--- config.mk ---
export PLATFORM = sky130hd
export DESIGN_NAME = pulse_width_id_decoder_core
export DESIGN_NICKNAME = d
export VERILOG_FILES = /design/src/hw/rtl/pwid_pkg.sv /design/src/hw/rtl/pwid_pulse_unit.sv /design/src/hw/rtl/pwid_framer.sv /design/src/hw/rtl/pulse_width_id_decoder_core.sv
export VERILOG_INCLUDE_DIRS = /design/src /design/src/hw/rtl
export SDC_FILE = /design/constraint.sdc
export NUM_CORES = 1
export LEC_CHECK = 0
export BUFFER_PORTS_ARGS = -buffer_cell sky130_fd_sc_hd__buf_2
export CORE_MARGIN = 2
export CORE_UTILIZATION = 59
export CTS_CLUSTER_DIAMETER = 100
export DETAILED_ROUTE_END_ITERATION = 16
export PLACE_DENSITY_LB_ADDON = 0.3
export SLEW_MARGIN = 15
export SYNTH_ARGS = -nofsm -noshare
export SYNTH_HDL_FRONTEND = slang
export SYNTH_SLANG_ARGS = --single-unit
--- constraint.sdc ---
create_clock -name aclk -period 6.4 [get_ports aclk]
set_input_delay 1.28 -clock aclk [delete_from_list [all_inputs] [get_ports aclk]]
set_output_delay 1.28 -clock aclk [all_outputs]
set_load 0.01 [all_outputs]
--- src/hw/rtl/pulse_width_id_decoder_core_defines.svh ---
// Assertion macros used by the decoder core RTL.
`ifndef PULSE_WIDTH_ID_DECODER_CORE_DEFINES_SVH
`define PULSE_WIDTH_ID_DECODER_CORE_DEFINES_SVH

// Same-cycle implication, checked only out of reset.
`define PWID_ASSERT_NOW(name, clk, rstn, ante, cons, msg) \
    name: assert property (@(posedge clk) disable iff (!(rstn)) (ante) |-> (cons)) \
        else $error(msg);

// Next-cycle implication, checked only out of reset.
`define PWID_ASSERT_NEXT(name, clk, rstn, ante, cons, msg) \
    name: assert property (@(posedge clk) disable iff (!(rstn)) (ante) |=> (cons)) \
        else $error(msg);

`endif

--- src/hw/rtl/pwid_pkg.sv ---
`default_nettype none

package pwid_pkg;

    // Field and register widths.
    localparam int CFG_W = 8;
    localparam int CFG_IDX_W = 2;
    localparam int RUN_W = 8;
    localparam int ID_W = 12;
    localparam int SYM_W = 2;

    // Default identifier length.
    localparam int ID_BITS_DEF = 12;

    // Register indexes.
    localparam logic [CFG_IDX_W-1:0] REG_START_MIN = 2'd0;
    localparam logic [CFG_IDX_W-1:0] REG_ZERO_MAX = 2'd1;
    localparam logic [CFG_IDX_W-1:0] REG_WINDOW_LEN = 2'd2;

    // Register reset values.
    localparam logic [CFG_W-1:0] START_MIN_RST = 8'd10;
    localparam logic [CFG_W-1:0] ZERO_MAX_RST = 8'd4;
    localparam logic [CFG_W-1:0] WINDOW_LEN_RST = 8'd64;
    localparam logic [CFG_W-1:0] WINDOW_MIN = 8'd3;

    // Counter limits.
    localparam logic [RUN_W-1:0] RUN_SAT = 8'd255;
    localparam logic [RUN_W-1:0] NEVER_SEEN = 8'd255;
    localparam logic [1:0] SEEN_SAT = 2'd3;

    // Symbol codes.
    localparam logic [SYM_W-1:0] SYM_ZERO = 2'd0;
    localparam logic [SYM_W-1:0] SYM_ONE = 2'd1;
    localparam logic [SYM_W-1:0] SYM_START = 2'd2;

    // One completed pulse, as handed from the pulse unit to the framer.
    typedef struct packed {
        logic             valid;
        logic [SYM_W-1:0] sym;
        logic [RUN_W-1:0] run;
    } pulse_t;

endpackage

`default_nettype wire

--- src/hw/rtl/pwid_pulse_unit.sv ---
`default_nettype none

module pwid_pulse_unit
    import pwid_pkg::*;
(
    input  wire logic             aclk,
    input  wire logic             aresetn,
    input  wire logic             advance,
    input  wire logic             sample,
    input  wire logic [CFG_W-1:0] start_min,
    input  wire logic [CFG_W-1:0] zero_max,
    input  wire logic [CFG_W-1:0] win_eff,
    output pulse_t                pulse,
    output logic                  recently_seen
);

    logic [RUN_W-1:0] high_run_count_reg, high_run_count_next;
    logic             previous_sample_reg, previous_sample_next;
    logic [1:0]       samples_seen_reg, samples_seen_next;
    logic [RUN_W-1:0] since_last_high_reg, since_last_high_next;
    logic [RUN_W-1:0] run_cap;
    logic [RUN_W-1:0] run;
    logic             falling;

    // A falling edge counts once the third sample since reset has arrived.
    always_comb begin
        samples_seen_next = (samples_seen_reg == SEEN_SAT) ? SEEN_SAT
                                                           : samples_seen_reg + 2'd1;
        falling = !sample && previous_sample_reg && (samples_seen_next == SEEN_SAT);
    end

    // Cap the run at the window length minus one and classify it.
    always_comb begin
        run_cap = win_eff - 8'd1;
        run = (high_run_count_reg > run_cap) ? run_cap : high_run_count_reg;
        pulse.valid = advance && falling;
        pulse.run = falling ? run : '0;
        if (!falling) begin
            pulse.sym = SYM_ZERO;
        end else if (run >= start_min) begin
            pulse.sym = SYM_START;
        end else if (run <= zero_max) begin
            pulse.sym = SYM_ZERO;
        end else begin
            pulse.sym = SYM_ONE;
        end
    end

    // Run length and distance to the last high sample.
    always_comb begin
        previous_sample_next = sample;
        if (sample) begin
            high_run_count_next = (high_run_count_reg == RUN_SAT) ? RUN_SAT
                                                                  : high_run_count_reg + 8'd1;
            since_last_high_next = '0;
        end else begin
            high_run_count_next = '0;
            since_last_high_next = (since_last_high_reg == NEVER_SEEN)
                                   ? NEVER_SEEN : since_last_high_reg + 8'd1;
        end
        recently_seen = (since_last_high_next < win_eff);
    end

    always_ff @(posedge aclk) begin
        if (!aresetn) begin
            high_run_count_reg <= '0;
            previous_sample_reg <= 1'b0;
            samples_seen_reg <= '0;
            since_last_high_reg <= NEVER_SEEN;
        end else if (advance) begin
            high_run_count_reg <= high_run_count_next;
            previous_sample_reg <= previous_sample_next;
            samples_seen_reg <= samples_seen_next;
            since_last_high_reg <= since_last_high_next;
        end
    end

endmodule

`default_nettype wire

--- src/hw/rtl/pwid_framer.sv ---
`default_nettype none

module pwid_framer
    import pwid_pkg::*;
#(
    parameter int ID_BITS = ID_BITS_DEF
) (
    input  wire logic            aclk,
    input  wire logic            aresetn,
    input  wire pulse_t          pulse,
    output logic                 id_valid,
    output logic [ID_W-1:0]      id_value
);

    localparam int CNT_W = $clog2(ID_BITS + 2);
    localparam logic [CNT_W-1:0] CNT_FULL = CNT_W'(ID_BITS);
    localparam logic [CNT_W-1:0] CNT_SAT = CNT_W'(ID_BITS + 1);

    logic             in_frame_reg, in_frame_next;
    logic [CNT_W-1:0] bit_count_reg, bit_count_next;
    logic [ID_W-1:0]  shift_reg, shift_next;

    // A start mark closes the open frame and opens the next one; data
    // bits shift in only inside a frame.
    always_comb begin
        in_frame_next = in_frame_reg;
        bit_count_next = bit_count_reg;
        shift_next = shift_reg;
        id_valid = 1'b0;
        id_value = '0;
        if (pulse.valid) begin
            if (pulse.sym == SYM_START) begin
                if (in_frame_reg && (bit_count_reg == CNT_FULL)) begin
                    id_valid = 1'b1;
                    id_value = shift_reg;
                end
                in_frame_next = 1'b1;
                bit_count_next = '0;
                shift_next = '0;
            end else if (in_frame_reg) begin
                shift_next = {shift_reg[ID_W-2:0], pulse.sym[0]};
                if (bit_count_reg != CNT_SAT) begin
                    bit_count_next = bit_count_reg + 1'b1;
                end
            end
        end
    end

    always_ff @(posedge aclk) begin
        if (!aresetn) begin
            in_frame_reg <= 1'b0;
            bit_count_reg <= '0;
            shift_reg <= '0;
        end else begin
            in_frame_reg <= in_frame_next;
            bit_count_reg <= bit_count_next;
            shift_reg <= shift_next;
        end
    end

endmodule

`default_nettype wire

--- src/hw/rtl/pulse_width_id_decoder_core.sv ---
// Pulse width identifier decoder.
// The input channel (s_valid, s_ready, s_sample) takes one light sample per
// item. The result channel (m_valid, m_ready, m_*) returns exactly one item
// per sample: the pulse that the sample completed, if any, its class and
// capped run length, a decoded identifier when a start mark closes a frame
// of ID_BITS data bits, and whether a high lies within the window.
// Thresholds and window length are written through cfg_we, cfg_index and
// cfg_wdata; the user must write them only while the block is idle, as the
// block does not enforce it. An index beyond the three registers is ignored.
// An accepted sample lands in an input register; when it advances, the
// classifier and framer run and their result is loaded into the result
// register. One item is taken every cycle as long as the receiver keeps up;
// the run counter and frame state update once per item.
// If the receiver stalls, the result register holds its item, one more
// sample waits in the input register, and s_ready then drops.
// Synchronous reset clears both registers, the pulse and frame state, and
// restores the register defaults (start 10, zero 4, window 64).
`default_nettype none

`include "pulse_width_id_decoder_core_defines.svh"

module pulse_width_id_decoder_core
    import pwid_pkg::*;
#(
    parameter int ID_BITS = ID_BITS_DEF
) (
    input  wire logic                 aclk,
    input  wire logic                 aresetn,
    input  wire logic                 cfg_we,
    input  wire logic [CFG_IDX_W-1:0] cfg_index,
    input  wire logic [CFG_W-1:0]     cfg_wdata,
    input  wire logic                 s_valid,
    output logic                      s_ready,
    input  wire logic                 s_sample,
    output logic                      m_valid,
    input  wire logic                 m_ready,
    output logic                      m_symbol_valid,
    output logic [SYM_W-1:0]          m_symbol,
    output logic [RUN_W-1:0]          m_high_run,
    output logic                      m_id_valid,
    output logic [ID_W-1:0]           m_id_value,
    output logic                      m_recently_seen
);

    logic [CFG_W-1:0] start_min_reg, zero_max_reg, window_len_reg;
    logic [CFG_W-1:0] win_eff;
    logic             in_valid_reg, in_valid_next;
    logic             in_sample_reg;
    logic             out_valid_reg, out_valid_next;
    logic             advance;
    logic             s_accept;
    pulse_t           pulse;
    logic             recently_seen;
    logic             id_valid;
    logic [ID_W-1:0]  id_value;
    logic             symbol_valid_reg;
    logic [SYM_W-1:0] symbol_reg;
    logic [RUN_W-1:0] high_run_reg;
    logic             id_valid_reg;
    logic [ID_W-1:0]  id_value_reg;
    logic             recently_seen_reg;

    // Configuration registers.
    always_ff @(posedge aclk) begin
        if (!aresetn) begin
            start_min_reg <= START_MIN_RST;
            zero_max_reg <= ZERO_MAX_RST;
            window_len_reg <= WINDOW_LEN_RST;
        end else if (cfg_we) begin
            case (cfg_index)
                REG_START_MIN:  start_min_reg <= cfg_wdata;
                REG_ZERO_MAX:   zero_max_reg <= cfg_wdata;
                REG_WINDOW_LEN: window_len_reg <= cfg_wdata;
                default: ;
            endcase
        end
    end

    // Windows shorter than three act as three.
    assign win_eff = (window_len_reg < WINDOW_MIN) ? WINDOW_MIN : window_len_reg;

    // Handshake: an item moves on whenever the result register is free or drains.
    always_comb begin
        advance = in_valid_reg && (!out_valid_reg || m_ready);
        s_ready = !in_valid_reg || advance;
        s_accept = s_valid && s_ready;
        in_valid_next = s_accept || (in_valid_reg && !advance);
        out_valid_next = advance || (out_valid_reg && !m_ready);
    end

    // Input register.
    always_ff @(posedge aclk) begin
        if (!aresetn) begin
            in_valid_reg <= 1'b0;
        end else begin
            in_valid_reg <= in_valid_next;
        end
    end

    always_ff @(posedge aclk) begin
        if (s_accept) begin
            in_sample_reg <= s_sample;
        end
    end

    pwid_pulse_unit u_pulse (
        .aclk          (aclk),
        .aresetn       (aresetn),
        .advance       (advance),
        .sample        (in_sample_reg),
        .start_min     (start_min_reg),
        .zero_max      (zero_max_reg),
        .win_eff       (win_eff),
        .pulse         (pulse),
        .recently_seen (recently_seen)
    );

    pwid_framer #(
        .ID_BITS (ID_BITS)
    ) u_framer (
        .aclk     (aclk),
        .aresetn  (aresetn),
        .pulse    (pulse),
        .id_valid (id_valid),
        .id_value (id_value)
    );

    // Result register.
    always_ff @(posedge aclk) begin
        if (!aresetn) begin
            out_valid_reg <= 1'b0;
        end else begin
            out_valid_reg <= out_valid_next;
        end
    end

    always_ff @(posedge aclk) begin
        if (advance) begin
            symbol_valid_reg <= pulse.valid;
            symbol_reg <= pulse.sym;
            high_run_reg <= pulse.run;
            id_valid_reg <= id_valid;
            id_value_reg <= id_value;
            recently_seen_reg <= recently_seen;
        end
    end

    assign m_valid = out_valid_reg;
    assign m_symbol_valid = symbol_valid_reg;
    assign m_symbol = symbol_reg;
    assign m_high_run = high_run_reg;
    assign m_id_valid = id_valid_reg;
    assign m_id_value = id_value_reg;
    assign m_recently_seen = recently_seen_reg;

    // An identifier only comes out with the start mark that closed its frame.
    `PWID_ASSERT_NOW(a_id_with_start, aclk, aresetn, m_valid && m_id_valid, m_symbol_valid && (m_symbol == SYM_START), "identifier without start mark")

    // Without a pulse the symbol fields are zero.
    `PWID_ASSERT_NOW(a_idle_symbol, aclk, aresetn, m_valid && !m_symbol_valid, (m_symbol == SYM_ZERO) && (m_high_run == '0) && !m_id_valid, "symbol fields set without a pulse")

    // The reported run never reaches the window length.
    `PWID_ASSERT_NOW(a_run_capped, aclk, aresetn, m_valid && m_symbol_valid, m_high_run < win_eff, "run length above window cap")

    // The input side stalls only when both registers are full and the receiver waits.
    `PWID_ASSERT_NOW(a_stall_cause, aclk, aresetn, !s_ready, in_valid_reg && out_valid_reg && !m_ready, "input stalled without backpressure")

    // A processed item always shows up in the result register.
    `PWID_ASSERT_NEXT(a_result_loaded, aclk, aresetn, advance, m_valid, "processed item lost")

endmodule

`default_nettype wire
==> results.txt <==
Final instance area -> 5000 sq um
Outcome -> completed
Post-CTS Hold Buffers -> 0
Max FO, Critical Path -> 11
Pwr/cell area -> 224 nW/um^2
Required time of the worst setup path -> 6.71 ns
Vias in the first global route -> 3508
GRT Resource Usage Total -> 24.2%
Setup CP Type -> flip-flop to flip-flop
Area of the die -> 8410 sq um
Detailed-route DRC error count -> 0
Worst hold path class -> flip-flop to flip-flop
P&R area growth vs syn -> 10.2%
Pleak -> 2.14 nW
# Post-CTS Setup Buffers -> 0
Synth Cell Area -> 4540 sq um
Reg2Reg Setup Slack -> 1.22 ns
Dpl cell area -> 4800 sq um
Wire length on met3 -> 393 um
Final min period -> 5.18 ns
Internal power -> 0.802 mW
Warnings from Yosys -> 0
Slew headroom -> 27.6%
# H-tree levels -> 3
Top layer in use -> met4
Dpl ws -> 1.30 ns
Die X -> 91.7 um
Max_cap viols -> 0
Most frequent cells in the layout -> 62 x dfxtp_1, 59 x nor2_1, 46 x a21oi_1
Clock Path Buffers -> 2
Vias -> 3758
Clock skew -> 0.0113 ns
Fin. Hold Viols -> 0
TritonCTS clock tree -> yes
Max IR drop VDD -> 0.167 mV
Combinational share of power -> 12.2%
1st-iter DRT viols -> 298
CP endpoint -> u_framer.shift_reg[4]$_SDFFE_PN0P_
Async SR Flop Fraction -> 0%
Seq pwr share -> 54.1%
Period utilization -> 81.0%
Syn nets -> 555
Vert. Die Dim -> 91.7 um
Share of total power consumed by net switching -> 28.6%
Nets@finish -> 590
Wire length per cell -> 15.0 um
Starting Density -> 61.6%
Reg-to-reg startpoint -> window_len_reg[0]$_SDFFE_PN0P_
Pin count of the biggest net entering global routing -> 34
First-pass GRT wire length -> 16300 um
GRT Residual Overflow -> 0
Final core utilization -> 67.9%
Commonest non-fill, non-tap cell in the layout -> dfxtp_1
Inst Count DP -> 626
CTS Buf Count -> 9
Switching pwr -> 0.321 mW
1st-pass router iterations -> 5
Core area -> 7370 sq um
Mapped Cells -> 503
Routed length on met2 -> 4610 um
CTS sink count -> 88
RSZ-0062 raised after global routing -> false
Layout cells sized above 1 -> 12.3%
Syn avg cell area -> 9.02 sq um
Antenna diodes -> 0
PortBufs -> 42
Post-CTS Resized -> 0
Unique cell type count in the Yosys netlist -> 49
Worst-margin pin slew -> 1.09 ns
Sequential share of the synthesized area -> 44.5%
Critical path capture point type -> flip-flop
Setup Total Neg Slack -> 0 ns
Post-synth EDFFs -> 26
Row cnt -> 31
Max Freq -> 193 MHz
# setup viols final -> 0
GPL Wtd Cong -> 0.922
Worst-Skew Late Latency -> 0.37 ns
Clock power share -> 33.7%
Fin worst setup slack -> 1.22 ns
Reg2reg path depth -> 16
Root buf cell -> clkbuf_8
Initial antenna violation count -> 0
Ys flop type -> dfxtp_1
Setup crit start kind -> flip-flop
Total design power -> 1.12 mW
WHS -> 0.474 ns
DP Wirelength -> 6960 um
Total Routed Length -> 9650 um
CTS clk-pin slew, worst paths -> 0.10 ns
Vias/cell -> 5.85
Crit path from -> window_len_reg[0]$_SDFFE_PN0P_
Final Max Slew Viols -> 0
Seq cells post-synth -> 88
Post-route ant nets -> 0
# IOs -> 43
Worst r2r dst -> u_framer.shift_reg[4]$_SDFFE_PN0P_
Crit path DAT -> 5.50 ns
Layout Cells excl Fill -> 642
Routed met1 length -> 4370 um
[kinds of logic (layout without fill, tap and decap cells)]
family	count (synthesis)	count (layout)	share of synthesized area (%)
buffers and inverters	55	95	4.82
multiplexers	18	18	4.00
flip-flops	88	88	44.5
adder cells (fa/ha/maj)	36	36	9.92
AO/OA/AOI/OAI	110	110	15.0
AND/OR/NAND/NOR	193	193	21.1
XOR/XNOR	3	3	0.579
[critical path, stage by stage (launching register included)]
cell	delay, ns
dfxtp_1	0.37
or4_4	0.57
or3_1	0.35
mux2_2	0.30
inv_1	0.07
ha_1	0.24
nand4_1	0.17
nor2_1	0.09
a211oi_1	0.61
o21ai_0	0.21
and2_1	0.21
ha_1	0.27
nand2b_4	0.13
a2111o_1	0.43
a31o_1	0.30
nor2_1	0.58
a32o_1	0.22
[synthesized netlist by cell type (all sizes together) (2+ instances only)]
cell | n | share of area, %
a211oi | 3 | 0.50
a21o | 5 | 0.83
a21oi | 46 | 5.1
a31oi | 8 | 1.1
a32o | 11 | 2.4
and2 | 15 | 2.1
and3 | 8 | 1.1
and4 | 3 | 0.58
buf | 6 | 0.77
clkbuf | 15 | 1.2
dfxtp | 62 | 27
edfxtp | 26 | 17
ha | 36 | 9.9
inv | 33 | 2.7
mux2i | 17 | 3.7
nand2 | 36 | 3.0
nand2b | 7 | 1.1
nand3 | 17 | 1.9
nand3b | 3 | 0.50
nand4 | 9 | 1.2
nor2 | 59 | 4.9
nor2b | 5 | 0.69
nor3 | 19 | 2.2
nor4 | 2 | 0.28
o211ai | 5 | 0.83
o21ai | 23 | 2.5
o32ai | 2 | 0.39
or2 | 2 | 0.28
or3 | 4 | 0.55
or4 | 2 | 0.41
xor2 | 2 | 0.39
[power groups by stage]
stage | clock network (mW) | logic (mW) | registers [mW]
floorplan | 0 | 0.0970 | 0.620
global placement | 0 | 0.130 | 0.619
detailed placement | 0 | 0.136 | 0.620
CTS | 0.383 | 0.137 | 0.607
global route | 0.405 | 0.156 | 0.610
finish | 0.378 | 0.137 | 0.607
[worst min path at each step]
stage                                                         from                                        to  slack [ns]  cells after the start
after floorplan           u_pulse.previous_sample_reg$_SDFFE_PN0P_  u_pulse.previous_sample_reg$_SDFFE_PN0P_        0.44                      2
after global placement    u_pulse.previous_sample_reg$_SDFFE_PN0P_  u_pulse.previous_sample_reg$_SDFFE_PN0P_        0.45                      2
after detailed placement  u_pulse.previous_sample_reg$_SDFFE_PN0P_  u_pulse.previous_sample_reg$_SDFFE_PN0P_        0.46                      2
after CTS                 u_pulse.previous_sample_reg$_SDFFE_PN0P_  u_pulse.previous_sample_reg$_SDFFE_PN0P_        0.48                      2
after global routing      u_pulse.samples_seen_reg[0]$_SDFFE_PN0P_  u_pulse.samples_seen_reg[0]$_SDFFE_PN0P_        0.51                      1
final                     u_pulse.samples_seen_reg[0]$_SDFFE_PN0P_  u_pulse.samples_seen_reg[0]$_SDFFE_PN0P_        0.47                      1
[final cells by class]
class                   count  area [sq um]
clock buffers               9           124
inverters                  34           128
flip-flops and latches     88          2020
clock inverters             7          72.6
well taps                  99           124
repair buffers             45           233
multi-input cells         360          2300
fillers                   604          2370
[per-layer routing]
| metal | vias up | GRT usage [%] |
|---|---|---|
| met2 | 106 | 40.2 |
| li1 | 1880 | - |
| met4 | 0 | 10.8 |
| met1 | 1750 | 31.5 |
| met3 | 22 | 3.37 |
| met5 | - | 0 |
Note: power is estimated with default switching activity, not from simulation.
